<file path="config.mk">
export PLATFORM = sky130hd
export DESIGN_NAME = wildcard_byte_pattern_scanner_flat
export DESIGN_NICKNAME = d
export VERILOG_FILES = /design/src/design/wbps_pkg.sv /design/src/design/wbps_req_if.sv /design/src/design/wbps_rsp_if.sv /design/src/design/wbps_match_core.sv /design/src/design/wildcard_byte_pattern_scanner.sv /design/src/flat_wrapper.sv
export SDC_FILE = /design/constraint.sdc
export NUM_CORES = 2
export LEC_CHECK = 0
export ABC_AREA = 1
export BUFFER_PORTS_ARGS = -buffer_cell sky130_fd_sc_hd__buf_2
export CAP_MARGIN = 20
export CORE_MARGIN = 2
export CORE_UTILIZATION = 40
export DETAILED_ROUTE_END_ITERATION = 12
export GPL_TIMING_DRIVEN = 0
export MAX_ROUTING_LAYER = met4
export SETUP_SLACK_MARGIN = 0.05
export SKIP_CTS_REPAIR_TIMING = 1
export SYNTH_ARGS = -nofsm -noshare
export SYNTH_HDL_FRONTEND = slang
export SYNTH_HIERARCHICAL = 1
export SYNTH_SLANG_ARGS = --single-unit
</file>
<file path="constraint.sdc">
create_clock -name clk -period 3.7 [get_ports clk]
set_input_delay 0.74 -clock clk [delete_from_list [all_inputs] [get_ports clk]]
set_output_delay 0.74 -clock clk [all_outputs]
set_load 0.1 [all_outputs]
</file>
<file path="src/design/wbps_pkg.sv">
// Shared types and constants of the wildcard byte pattern scanner.
`timescale 1ns / 1ps

package wbps_pkg;

  // Defaults for the top-level parameters
  localparam int PATTERN_MAX_DEFAULT = 128;
  localparam int OFFSET_BITS_DEFAULT = 32;

  // Field widths
  localparam int ENTRY_INDEX_W    = 7;
  localparam int BYTE_W           = 8;
  localparam int PATTERN_LENGTH_W = 8;
  localparam int ADDR_W           = 64;

  // Configuration port
  localparam int CFG_INDEX_W = 1;
  localparam int CFG_DATA_W  = 64;
  localparam logic [CFG_INDEX_W-1:0] REG_PATTERN_LENGTH = 1'd0;
  localparam logic [CFG_INDEX_W-1:0] REG_SCAN_BASE      = 1'd1;

  typedef enum logic [0:0] {
    CMD_LOAD = 1'b0,
    CMD_SCAN = 1'b1
  } cmd_t;

  // Strobes from the top level to the match core
  typedef struct packed {
    logic load;   // write one pattern entry
    logic scan;   // advance the match vector by one byte
    logic clear;  // end of scan: drop all partial matches
  } core_ctrl_t;

endpackage

</file>
<file path="src/design/wbps_req_if.sv">
// Request channel: pattern loads and scanned buffer bytes.
`timescale 1ns / 1ps

interface wbps_req_if import wbps_pkg::*; ();
  logic                     valid;
  logic                     ready;
  logic                     cmd;
  logic [ENTRY_INDEX_W-1:0] entry_index;
  logic [BYTE_W-1:0]        pattern_byte;
  logic                     wildcard_req;
  logic [BYTE_W-1:0]        data_byte;
  logic                     last_byte;

  modport source (
    output valid, cmd, entry_index, pattern_byte, wildcard_req, data_byte, last_byte,
    input  ready
  );
  modport sink (
    input  valid, cmd, entry_index, pattern_byte, wildcard_req, data_byte, last_byte,
    output ready
  );
endinterface

</file>
<file path="src/design/wbps_rsp_if.sv">
// Result channel: one match report per scan.
`timescale 1ns / 1ps

interface wbps_rsp_if import wbps_pkg::*; ();
  logic              valid;
  logic              ready;
  logic              found;
  logic [ADDR_W-1:0] match_address;

  modport source (
    output valid, found, match_address,
    input  ready
  );
  modport sink (
    input  valid, found, match_address,
    output ready
  );
endinterface

</file>
<file path="src/design/wbps_match_core.sv">
// Pattern storage and bit-parallel shift-and match vector.
`timescale 1ns / 1ps

module wbps_match_core import wbps_pkg::*; #(
  parameter int PATTERN_MAX = PATTERN_MAX_DEFAULT,
  parameter int IDX_W       = (PATTERN_MAX > 1) ? $clog2(PATTERN_MAX) : 1
) (
  input  logic                     clk,
  input  logic                     rst,
  input  core_ctrl_t               ctrl,
  input  logic [ENTRY_INDEX_W-1:0] load_index,
  input  logic [BYTE_W-1:0]        load_byte,
  input  logic                     load_wild,
  input  logic [BYTE_W-1:0]        data_byte,
  input  logic [IDX_W-1:0]         lenm1,
  output logic                     hit
);

  logic [BYTE_W-1:0]      pattern_store [PATTERN_MAX];
  logic [PATTERN_MAX-1:0] wildcard_store;
  logic [PATTERN_MAX-1:0] partial_match;
  logic [PATTERN_MAX-1:0] partial_match_next;

  // Entries are plain flops, every one read in parallel; an index past the
  // end never decodes, so such loads drop out.
  always_ff @(posedge clk) begin
    for (int k = 0; k < PATTERN_MAX; k++) begin
      if (ctrl.load && (32'(load_index) == k)) begin
        pattern_store[k]  <= load_byte;
        wildcard_store[k] <= load_wild;
      end
    end
  end

  always_comb begin
    for (int k = 0; k < PATTERN_MAX; k++) begin
      partial_match_next[k] = ((k == 0) ? 1'b1 : partial_match[(k > 0) ? k - 1 : 0]) &
                              (wildcard_store[k] | (pattern_store[k] == data_byte));
    end
  end

  assign hit = partial_match_next[lenm1];

  always_ff @(posedge clk) begin
    if (rst || ctrl.clear) begin
      partial_match <= '0;
    end else if (ctrl.scan) begin
      partial_match <= partial_match_next;
    end
  end

endmodule

</file>
<file path="src/design/wildcard_byte_pattern_scanner.sv">
// Top level of the wildcard byte pattern scanner.
`timescale 1ns / 1ps

// Usage
// - Configure pattern_length and scan_base through cfg_we/cfg_index/cfg_data
//   while the block is idle. Lengths of zero act as one; lengths above
//   PATTERN_MAX saturate.
// - req carries one transaction per item: cmd = load writes pattern entry
//   entry_index (byte or wildcard); cmd = scan feeds one buffer byte, with
//   last_byte on the final byte of the buffer.
// - rsp gives one transaction per scan: found = 1 with scan_base plus start
//   offset at the first full match, or found = 0 at the last byte. Bytes after
//   a match are swallowed up to and including last_byte.
// Timing
// - One item per cycle sustained. An item is held in the input register,
//   where the whole match vector updates at once; its result then goes to
//   the output register, which drives rsp.valid.
// - Stalls: while a result waits and rsp.ready is low, only an item that would
//   produce another result is held; loads and non-reporting bytes keep flowing.
// Reset (rst, synchronous): clears the match vector, offset and report flag,
// sets pattern_length to 1 and scan_base to 0. Pattern entries are not cleared
// and must be loaded before use.
module wildcard_byte_pattern_scanner import wbps_pkg::*; #(
  parameter int PATTERN_MAX = PATTERN_MAX_DEFAULT,
  parameter int OFFSET_BITS = OFFSET_BITS_DEFAULT
) (
  input  logic                   clk,
  input  logic                   rst,
  input  logic                   cfg_we,
  input  logic [CFG_INDEX_W-1:0] cfg_index,
  input  logic [CFG_DATA_W-1:0]  cfg_data,
  wbps_req_if.sink               req,
  wbps_rsp_if.source             rsp
);

  localparam int IDX_W = (PATTERN_MAX > 1) ? $clog2(PATTERN_MAX) : 1;
  // Subtraction width: wide enough for both operands, truncated after
  localparam int SUB_W = (OFFSET_BITS > IDX_W) ? OFFSET_BITS : IDX_W;

  // ---------------- configuration ----------------
  logic [IDX_W-1:0]  lenm1;      // saturated pattern length minus one
  logic [IDX_W-1:0]  lenm1_next;
  logic [ADDR_W-1:0] scan_base;

  logic [PATTERN_LENGTH_W-1:0] cfg_len;
  assign cfg_len = cfg_data[PATTERN_LENGTH_W-1:0];

  always_comb begin
    if (cfg_len == '0) begin
      lenm1_next = '0;
    end else if (32'(cfg_len) > PATTERN_MAX) begin
      lenm1_next = IDX_W'(PATTERN_MAX - 1);
    end else begin
      lenm1_next = IDX_W'(cfg_len - PATTERN_LENGTH_W'(1));
    end
  end

  always_ff @(posedge clk) begin
    if (rst) begin
      lenm1     <= '0;
      scan_base <= '0;
    end else if (cfg_we) begin
      unique case (cfg_index)
        REG_PATTERN_LENGTH: lenm1     <= lenm1_next;
        REG_SCAN_BASE:      scan_base <= cfg_data[ADDR_W-1:0];
      endcase
    end
  end

  // ---------------- input register ----------------
  logic                     s1_valid;
  logic                     s1_cmd;
  logic [ENTRY_INDEX_W-1:0] s1_entry_index;
  logic [BYTE_W-1:0]        s1_pattern_byte;
  logic                     s1_wildcard;
  logic [BYTE_W-1:0]        s1_data_byte;
  logic                     s1_last;
  logic                     s1_fire;

  assign req.ready = !s1_valid || s1_fire;

  always_ff @(posedge clk) begin
    if (rst) begin
      s1_valid <= 1'b0;
    end else if (req.ready) begin
      s1_valid <= req.valid;
    end
  end

  always_ff @(posedge clk) begin
    if (req.ready && req.valid) begin
      s1_cmd          <= req.cmd;
      s1_entry_index  <= req.entry_index;
      s1_pattern_byte <= req.pattern_byte;
      s1_wildcard     <= req.wildcard_req;
      s1_data_byte    <= req.data_byte;
      s1_last         <= req.last_byte;
    end
  end

  // ---------------- scan state ----------------
  logic [OFFSET_BITS-1:0] byte_offset;
  logic                   already_reported;
  logic                   s1_is_scan;
  logic                   active;      // scan byte that still counts
  logic                   hit;
  logic                   res_found;
  logic                   res_any;
  logic                   rsp_valid_q;
  logic                   out_free;
  logic [OFFSET_BITS-1:0] start_offset;
  core_ctrl_t             ctrl;

  assign s1_is_scan = (s1_cmd == CMD_SCAN);
  assign active     = s1_is_scan && !already_reported;
  assign res_found  = active && hit;
  assign res_any    = active && (hit || s1_last);
  assign out_free   = !rsp_valid_q || rsp.ready;
  assign s1_fire    = s1_valid && (!res_any || out_free);

  // Start of a match ending at this byte, modulo the offset width
  assign start_offset = OFFSET_BITS'(SUB_W'(byte_offset) - SUB_W'(lenm1));

  assign ctrl.load  = s1_fire && (s1_cmd == CMD_LOAD);
  assign ctrl.scan  = s1_fire && active;
  assign ctrl.clear = s1_fire && s1_is_scan && s1_last;

  wbps_match_core #(
    .PATTERN_MAX (PATTERN_MAX),
    .IDX_W       (IDX_W)
  ) u_core (
    .clk        (clk),
    .rst        (rst),
    .ctrl       (ctrl),
    .load_index (s1_entry_index),
    .load_byte  (s1_pattern_byte),
    .load_wild  (s1_wildcard),
    .data_byte  (s1_data_byte),
    .lenm1      (lenm1),
    .hit        (hit)
  );

  always_ff @(posedge clk) begin
    if (rst || ctrl.clear) begin
      byte_offset      <= '0;
      already_reported <= 1'b0;
    end else if (ctrl.scan) begin
      byte_offset <= byte_offset + OFFSET_BITS'(1);
      if (res_found) begin
        already_reported <= 1'b1;
      end
    end
  end

  // ---------------- output register ----------------
  logic                   rsp_found;
  logic [OFFSET_BITS-1:0] rsp_start;

  always_ff @(posedge clk) begin
    if (rst) begin
      rsp_valid_q <= 1'b0;
    end else if (s1_fire && res_any) begin
      rsp_valid_q <= 1'b1;
    end else if (rsp.ready) begin
      rsp_valid_q <= 1'b0;
    end
  end

  always_ff @(posedge clk) begin
    if (s1_fire && res_any) begin
      rsp_found <= hit;
      rsp_start <= start_offset;
    end
  end

  // The user is to change scan_base only while idle (the block leaves this unchecked); then adding it here is safe
  assign rsp.valid         = rsp_valid_q;
  assign rsp.found         = rsp_found;
  assign rsp.match_address = rsp_found ?
                             (scan_base + {{(ADDR_W-OFFSET_BITS){1'b0}}, rsp_start}) : '0;

`ifndef ASSERT_OFF
  // A finished scan leaves no offset or report flag behind
  a_scan_end_clears: assert property (@(posedge clk) disable iff (rst)
    ctrl.clear |=> (byte_offset == '0) && !already_reported)
    else $error("scan state not cleared after last byte");

  // A match mid-buffer silences the rest of the scan
  a_report_sticks: assert property (@(posedge clk) disable iff (rst)
    (s1_fire && res_found && !s1_last) |=> already_reported)
    else $error("report flag not set after match");

  // Input stalls only behind a waiting result
  a_stall_cause: assert property (@(posedge clk) disable iff (rst)
    !req.ready |-> (s1_valid && rsp_valid_q && !rsp.ready))
    else $error("input stalled without a pending result");

  // A result enters only an empty or draining output register
  a_no_overwrite: assert property (@(posedge clk) disable iff (rst)
    (rsp_valid_q && !rsp.ready) |=> $stable(rsp_found) && $stable(rsp_start))
    else $error("pending result overwritten");
`endif

endmodule

</file>
<file path="src/flat_wrapper.sv">
// flat-port wrapper written by rule: the top's interface ports become plain ports
module wildcard_byte_pattern_scanner_flat import wbps_pkg::*;
#(
  parameter int PATTERN_MAX = PATTERN_MAX_DEFAULT,
  parameter int OFFSET_BITS = OFFSET_BITS_DEFAULT
)
  (clk, rst, cfg_we, cfg_index, cfg_data, req_valid, req_cmd, req_entry_index, req_pattern_byte, req_wildcard_req, req_data_byte, req_last_byte, req_ready, rsp_valid, rsp_found, rsp_match_address, rsp_ready);
  wbps_req_if req_i ();
  wbps_rsp_if rsp_i ();
  input  logic clk;
  input  logic rst;
  input  logic cfg_we;
  input  logic [CFG_INDEX_W-1:0] cfg_index;
  input  logic [CFG_DATA_W-1:0] cfg_data;
  input wire logic [$bits(req_i.valid)-1:0] req_valid;
  input wire logic [$bits(req_i.cmd)-1:0] req_cmd;
  input wire logic [$bits(req_i.entry_index)-1:0] req_entry_index;
  input wire logic [$bits(req_i.pattern_byte)-1:0] req_pattern_byte;
  input wire logic [$bits(req_i.wildcard_req)-1:0] req_wildcard_req;
  input wire logic [$bits(req_i.data_byte)-1:0] req_data_byte;
  input wire logic [$bits(req_i.last_byte)-1:0] req_last_byte;
  output wire logic [$bits(req_i.ready)-1:0] req_ready;
  output wire logic [$bits(rsp_i.valid)-1:0] rsp_valid;
  output wire logic [$bits(rsp_i.found)-1:0] rsp_found;
  output wire logic [$bits(rsp_i.match_address)-1:0] rsp_match_address;
  input wire logic [$bits(rsp_i.ready)-1:0] rsp_ready;
  assign req_i.valid = req_valid;
  assign req_i.cmd = req_cmd;
  assign req_i.entry_index = req_entry_index;
  assign req_i.pattern_byte = req_pattern_byte;
  assign req_i.wildcard_req = req_wildcard_req;
  assign req_i.data_byte = req_data_byte;
  assign req_i.last_byte = req_last_byte;
  assign req_ready = req_i.ready;
  assign rsp_valid = rsp_i.valid;
  assign rsp_found = rsp_i.found;
  assign rsp_match_address = rsp_i.match_address;
  assign rsp_i.ready = rsp_ready;
  wildcard_byte_pattern_scanner #(.PATTERN_MAX(PATTERN_MAX), .OFFSET_BITS(OFFSET_BITS)) u_core (.clk(clk), .rst(rst), .cfg_we(cfg_we), .cfg_index(cfg_index), .cfg_data(cfg_data), .req(req_i), .rsp(rsp_i));
endmodule
</file>
Word-level counts from Yosys, hierarchy flattened --
Memory sizes are Yosys's and may differ from the RTL's. Cells that the tools add are included.
Storage, ports and cells: output and inout bits 67, bits of input ports 96, flip-flop bits (word level) 420, logic and storage cells 1586, RAM bits 1024, memories 1
Memory list:
- u_core.u_core.pattern_store | depth 128, bits a word 8, rd ports 128, clocked after memory_dff 0, write ports 1, line wbps_match_core.sv:19 | logic [BYTE_W-1:0] pattern_store [PATTERN_MAX];
Cells by class: add/sub/neg operators 4, bitwise gates (word level) 257, reductions and logical operators 280, eq/ne operators 255, magnitude comparators 2, mux-type cells 644
Operators by type and width (count):
- equality test 8 bit | 128
- two-way mux 8 bit | 127
- OR reduction 8 bit | 127
- two-way mux 7 bit | 129
- equality test 7 bit, second input constant | 64
- two-way mux 1 bit | 386
- equality test 7 x 6 -> 1 bit, second input constant | 32
- logical AND 1 bit | 138
- bitwise OR 1 bit | 128
- bitwise AND 1 bit | 127
- equality test 7 x 5 -> 1 bit, second input constant | 16
- adder 64 x 32 -> 64 bit | 1
- two-way mux 64 bit | 1
- equality test 7 x 4 -> 1 bit, second input constant | 8
- adder 32 x 1 -> 32 bit, second input constant | 1
- subtractor 32 x 7 -> 32 bit | 1
- equality test 7 x 3 -> 1 bit, second input constant | 4
- equality test 7 x 2 -> 1 bit, second input constant | 2
- greater-than comparator 8 bit, second input constant | 1
- logical NOT 8 bit | 1
- < comparator 7 x 8 -> 1 bit, second input constant | 1
- binary-select mux 1 bit (select 7 bit) | 1
- equality test 7 x 1 -> 1 bit, second input constant | 1
- logical NOT 7 bit | 1
- other kinds (6) | 16

Logic depth before layout (Yosys ltp) --
depth in word-level cells 142, mapped depth 31, mapped depth without buffers 29

By module --
The synthesis kept the hierarchy.
Modules (own cells, without submodules):
- wbps_match_core | times used 1, cells each 4893, area an instance 56307.8 µm², seq. area each 37135.6 µm²
- wildcard_byte_pattern_scanner | times used 1, cells each 1808, area an instance 11574.9 µm², seq. area each 3893.7 µm²

Least setup slack after synthesis --
Ideal clock, no wire load.
kind register to register, start point register u_core.s1_data_byte[4], end point register u_core.s1_cmd, enable pin, data required time 3.331 ns, path buffers 3, data arrival time 3.598 ns, setup time 0.369 ns, cell stages (with the launch flop) 23, period minus slack after synthesis 3.967 ns, path slack -0.267 ns, path through edfxtp_1 > buf_6 > buf_6 > buf_6 > xor2_1 > nor3_1 > nand2_1 > nand2_1 > nand3_1 > nand3_1 > nand2_1 > nand2_1 > nand3_1 > nand3_1 > nand3_1 > nand2_1 > nand2_1 > nand2_1 > nor2_1 > nor2_2 > nand4_1 > nand2_1 > inv_1
On the way: cells in the longest elaborated chain, start to end 12, elaborated cells on any way between the ends 392, classes of those cells 128 x eq/ne; 2 x mux; 255 x bitwise; 7 x reduce/logical
Ends and longest elaborated chain:
- from (decl) | line wildcard_byte_pattern_scanner.sv:76 | logic [BYTE_W-1:0] s1_data_byte;
- from (signal assigned) | line wildcard_byte_pattern_scanner.sv:96 | s1_data_byte <= req.data_byte;
- equality test 8 bit | line wbps_match_core.sv:38 | (wildcard_store[k] | (pattern_store[k] == data_byte));
- bitwise OR 1 bit | line wbps_match_core.sv:38
- bitwise AND 1 bit | line wbps_match_core.sv:37 | partial_match_next[k] = ((k == 0) ? 1'b1 : partial_match[(k > 0) ? k - 1 : 0]) &
- binary-select mux 1 bit (select 7 bit) (*) | line wbps_match_core.sv:42 | assign hit = partial_match_next[lenm1];
- two-way mux 1 bit (implied by the code) (*) | line wbps_match_core.sv:42
- via u_core.hit | line wildcard_byte_pattern_scanner.sv:106 | logic hit;
- logical OR 1 bit (*) | line wildcard_byte_pattern_scanner.sv:117 | assign res_any = active && (hit || s1_last);
- logical AND 1 bit (*) | line wildcard_byte_pattern_scanner.sv:117
- logical NOT 1 bit (*) | line wildcard_byte_pattern_scanner.sv:119 | assign s1_fire = s1_valid && (!res_any || out_free);
- logical OR 1 bit (*) | line wildcard_byte_pattern_scanner.sv:119
- logical AND 1 bit (*) | line wildcard_byte_pattern_scanner.sv:119
- logical OR 1 bit (*) | line wildcard_byte_pattern_scanner.sv:80 | assign req.ready = !s1_valid || s1_fire;
- via req_ready | line flat_wrapper.sv:22 | output wire logic [$bits(req_i.ready)-1:0] req_ready;
- logical AND 1 bit (*) | line wildcard_byte_pattern_scanner.sv:91 | if (req.ready && req.valid) begin
- to (signal assigned) | line wildcard_byte_pattern_scanner.sv:92 | s1_cmd <= req.cmd;
- to (decl) | line wildcard_byte_pattern_scanner.sv:72 | logic s1_cmd;
The timed path passes the listed nets; every way through them passes the cells marked *. The select of a mux whose other input is x is not followed. A chain may end at the register's enable or synchronous reset.

Final worst setup path --
start point register u_core.s1_data_byte[2], end point output req_ready
On the way: cells in the longest elaborated chain, start to end 11, elaborated cells on any way between the ends 391, classes of those cells 128 x eq/ne; 2 x mux; 255 x bitwise; 6 x reduce/logical
Ends and longest elaborated chain (line):
- equality test 8 bit | wbps_match_core.sv:38
- bitwise OR 1 bit | wbps_match_core.sv:38
- bitwise AND 1 bit | wbps_match_core.sv:37
- binary-select mux 1 bit (select 7 bit) (*) | wbps_match_core.sv:42
- two-way mux 1 bit (implied by the code) (*) | wbps_match_core.sv:42
- via u_core.hit | wildcard_byte_pattern_scanner.sv:106
- logical OR 1 bit (*) | wildcard_byte_pattern_scanner.sv:117
- logical AND 1 bit (*) | wildcard_byte_pattern_scanner.sv:117
- logical NOT 1 bit (*) | wildcard_byte_pattern_scanner.sv:119
- logical OR 1 bit (*) | wildcard_byte_pattern_scanner.sv:119
- logical AND 1 bit (*) | wildcard_byte_pattern_scanner.sv:119
- logical OR 1 bit (*) | wildcard_byte_pattern_scanner.sv:80
- to (decl) | flat_wrapper.sv:22
Marks and branches as above.

==> results_tabular.tex <==
\begin{tabular}{lr}
\hline
Metric & Value \\
\hline
\multicolumn{2}{l}{\textbf{Outcome}} \\
Run status & finished, violations left \\
Failing checks & max-capacitance violations, max-slew violations, negative setup slack \\
\multicolumn{2}{l}{\textbf{Place}} \\
Dpl hpwl & 163 mm \\
Final GP Congestion & 0.984 \\
Post-placement setup slack & -3.43 ns \\
Total placed cells including tap cells & 9164 \\
Count of input and output buffers & 162 \\
\multicolumn{2}{l}{\textbf{Floorplan}} \\
Effective utilization at floorplan & 40.2\% \\
Chip Width & 416 um \\
Die outline height & 416 um \\
Rows & 151 \\
Core box area & 0.169 sq mm \\
Boundary pin count & 163 \\
Die Outline Area & 0.173 sq mm \\
\multicolumn{2}{l}{\textbf{Pwr}} \\
Leakage Power & 30.2 nW \\
PD cells & 452 mW/mm\^{}2 \\
Highest ir drop seen on vdd & 0.488 mV \\
\multicolumn{2}{l}{\textbf{Layout}} \\
Share of layout cells above drive strength 1 & 15.9\% \\
Filler cell count & 15200 \\
Final cell count without fillers & 9507 \\
Area growth from synthesis to final layout & 21.1\% \\
Final net count & 7310 \\
\multicolumn{2}{l}{\textbf{STA}} \\
Total count of hold-check failures in the final report & 0 \\
Post-route fraction of the period consumed by the critical path & 127\% \\
Worst Clk Skew & 0.0750 ns \\
Worst Max-Slew Pin Slew & 1.56 ns \\
Worst relative slew slack & -3.80\% \\
Total of endpoints with negative setup slack in the final report & 1382 \\
Setup\_tns & -860.24 ns \\
RSZ-0062 raised after global routing & true \\
Fin. max-slew vios & 21 \\
Fmax achieved & 213 MHz \\
Min Tclk post-route & 4.70 ns \\
Final worst slack & -0.999 ns \\
\multicolumn{2}{l}{\textbf{Synthesis}} \\
Post-synthesis register bit count & 1444 \\
Post-synth ARST share & 0\% \\
Count of synthesis-stage warnings from yosys & 6 \\
Synthesized area & 0.0679 sq mm \\
Register area share after synthesis & 60.4\% \\
Net count of the mapped netlist & 6841 \\
Post-synth EDFFs & 1211 \\
Most instantiated flip-flop cell in the synthesis netlist & edfxtp\_1 \\
Post-synthesis area per instance & 10.1 sq um \\
Number of library cell types mapped by synthesis & 47 \\
Gate count of the mapped netlist & 6701 \\
\multicolumn{2}{l}{\textbf{Route}} \\
Vias per cell & 5.18 \\
Number of DRC markers after the initial detailed-route iteration & 5268 \\
Final routed wire length divided by cell count & 23.9 um \\
Detail Route Antenna Nets & 0 \\
Residual DRC count & 0 \\
Via count & 49200 \\
Total routed wirelength & 227 mm \\
Drt pass-1 iters & 8 \\
\multicolumn{2}{l}{\textbf{Clock tree}} \\
CTS buffer count & 158 \\
Number of levels in the clock H-tree & 4 \\
CTS clk-pin slew, worst paths & 0.06 ns \\
Insertion delay of the later-clocked pin in the worst-skew pair & 0.83 ns \\
CTS root buf & clkbuf\_16 \\
CTS tree & built \\
Clock Tree Buf Depth & 3 \\
Num Clock Sinks & 1444 \\
\multicolumn{2}{l}{\textbf{Worst setup path}} \\
Setup crit start kind & flop \\
Worst reg-to-reg setup slack & -0.87 ns \\
Start point of the critical path & u\_core/s1\_data\_byte[2]\$\_DFFE\_PP\_ \\
Crit end category & primary output \\
Endpoint of the worst register-to-register path & u\_core/u\_core/pattern\_store[0][65]\$\_DFFE\_PP\_ \\
Required time reported for the critical path endpoint & 2.96 ns \\
Data arrival time of the critical path & 3.96 ns \\
Worst reg-to-reg path cell count & 29 \\
Critical path peak fanout & 7 \\
CP endpoint & req\_ready \\
Reg-to-Reg Start & u\_core/s1\_data\_byte[3]\$\_DFFE\_PP\_ \\
Critical setup path kind & reg2out \\
\multicolumn{2}{l}{\textbf{Global routing}} \\
Pin count of the biggest net entering global routing & 28 \\
First-pass GRT wire length & 318 mm \\
Vias in the first global route & 45900 \\
Congestion Overflow GR & 0 \\
Number of antenna violations at the first check in global routing & 0 \\
Overall routing resource usage & 26.2\% \\
\multicolumn{2}{l}{\textbf{Min path}} \\
Worst hold path class & in2reg \\
Critical hold path startpoint & req\_data\_byte[6] \\
\multicolumn{2}{l}{\textbf{Flow run}} \\
Maximum capacitance violations & 3 \\
\hline
\end{tabular}
-- cell type report --
cell class,count,area (sq um),area share (%)
flip-flops and latches,1444,41000,49.9
multi-input cells,4415,24900,30.3
clock buffers,205,4210,5.12
repair buffers,305,3810,4.64
well taps,2218,2780,3.38
plain buffers,256,2480,3.01
inverters,589,2220,2.70
clock inverters,73,783,0.953
repair inverters,1,5.00,0.00609
diodes,1,2.50,0.00304
-- cells in the mapped netlist (8+ instances only) --
master    count  area share, %
or2_2        26           0.24
clkbuf_1     92           0.51
buf_1        12          0.066
nand3_1     293            2.2
nand4_1     100           0.92
buf_2        53           0.39
nor3_2       12           0.18
edfxtp_1   1211             54
a21oi_1     270            2.0
buf_6        44           0.73
xnor2_1     848             11
nor2_1      671            3.7
ha_1         42           0.77
xor2_1       40           0.52
nor2_2       13           0.12
dfxtp_1     233            6.9
nand2_1    1783            9.9
nand2_2       8          0.074
buf_4        53           0.59
o21ai_0     230            1.7
inv_1       574            3.2
nor3_1       25           0.18
inv_2        14          0.077
-- flip-flops by register name, summed over array words and instances (netlist names) --
signal and count:
u_core/s1_wildcard 1, u_core/s1_last 1, u_core/s1_cmd 1, u_core/s1_entry_index 7, u_core/rsp_start 32, u_core/s1_data_byte 8, u_core/rsp.found 1, u_core/s1_valid 1
u_core/s1_pattern_byte 8, u_core/rsp.valid 1, u_core/u_core/partial_match 127, u_core/u_core/wildcard_store 128, u_core/u_core/pattern_store 1024, u_core/scan_base 64, u_core/already_reported 1, u_core/lenm1 7
u_core/byte_offset 32
-- layout by cell type (no fill, tap or decap), types with 9 or more instances in the layout --
cell	instances
nand2_1	1654
edfxtp_1	1211
xnor2_1	840
inv_1	573
nor2_1	534
nand3_1	251
a21oi_1	243
dfxtp_1	233
o21ai_0	229
buf_2	190
clkbuf_16	166
nor2_4	101
nand4_1	100
nand2_2	98
clkbuf_1	83
buf_16	72
buf_6	61
nor2_2	55
buf_12	53
buf_4	53
buf_8	48
xor2_1	40
nand3_2	40
ha_1	38
nand2_4	37
a21oi_2	28
or2_2	26
clkinv_1	25
nor3_1	25
clkbuf_2	21
clkinv_2	19
inv_2	13
nor3_2	12
buf_1	9
-- critical path, cell delays in order, from the launching register on --
cell and delay (ns):
edfxtp_1 0.41, buf_12 0.17, buf_12 0.15, buf_16 0.18
buf_12 0.16, xnor2_4 0.16, nand2_1 0.07, nor2_1 0.11
nand2_1 0.08, nand2_2 0.15, nand2_2 0.10, nand2_2 0.07
nand3_2 0.07, nand3_2 0.09, nand3_2 0.10, nand3_2 0.09
nand3_2 0.08, nand2_2 0.10, nand2_2 0.08, nand2_4 0.10
nor2_4 0.04, nor2_4 0.10, nand4_1 0.20, buf_12 0.23
-- where the power goes --
group | total [mW] | switching, mW | internal [mW]
registers | 18.0 | 0.175 | 17.8
clock network | 15.3 | 6.73 | 8.59
logic | 3.85 | 2.58 | 1.27
total | 37.1 | 9.49 | 27.7
-- cell families after synthesis --
kind of cell	after synthesis	synth area share (%)
DFF	1444	60.4
AOI/OAI and AO/OA	522	3.91
and+or+nand+nor	2958	17.8
adders and majority gates	44	0.833
xor gates and xnor gates	888	11.5
buffers and inverters	845	5.55
-- layer usage --
| layer | vias up | global-route usage (%) | routed length, um |
|---|---|---|---|
| li1 | 22900 | - | - |
| met1 | 23900 | 33.9 | 93300 |
| met2 | 2034 | 41.2 | 106000 |
| met3 | 391 | 3.86 | 17200 |
| met4 | 0 | 11.6 | 10700 |
| met5 | - | - | 0 |
-- worst min path at each step --
stage | endpoint | slack [ns] | depth (start not counted)
finish | u_core/s1_data_byte[6]$_DFFE_PP_ | 0.08 | 1
detailed placement | u_core/byte_offset[31]$_SDFFE_PP0P_ | 0.46 | 2
floorplan | u_core/byte_offset[31]$_SDFFE_PP0P_ | 0.44 | 2
global placement | u_core/byte_offset[31]$_SDFFE_PP0P_ | 0.45 | 2
global route | u_core/s1_data_byte[0]$_DFFE_PP_ | 0.07 | 1
CTS | u_core/s1_data_byte[6]$_DFFE_PP_ | 0.04 | 1
-- per-stage QoR --
step	area (sq um)	hold WS, ns	total power, mW	util [%]
after global routing	82200	0.0656	38.2	48.7
after CTS	78700	0.0376	37.0	46.6
after global placement	71600	0.455	21.6	42.4
after detailed placement	73700	0.464	21.8	43.6
final	82200	0.0835	37.1	48.7
after floorplan	68000	0.442	20.4	-
Power figures use the tool's default switching activity.
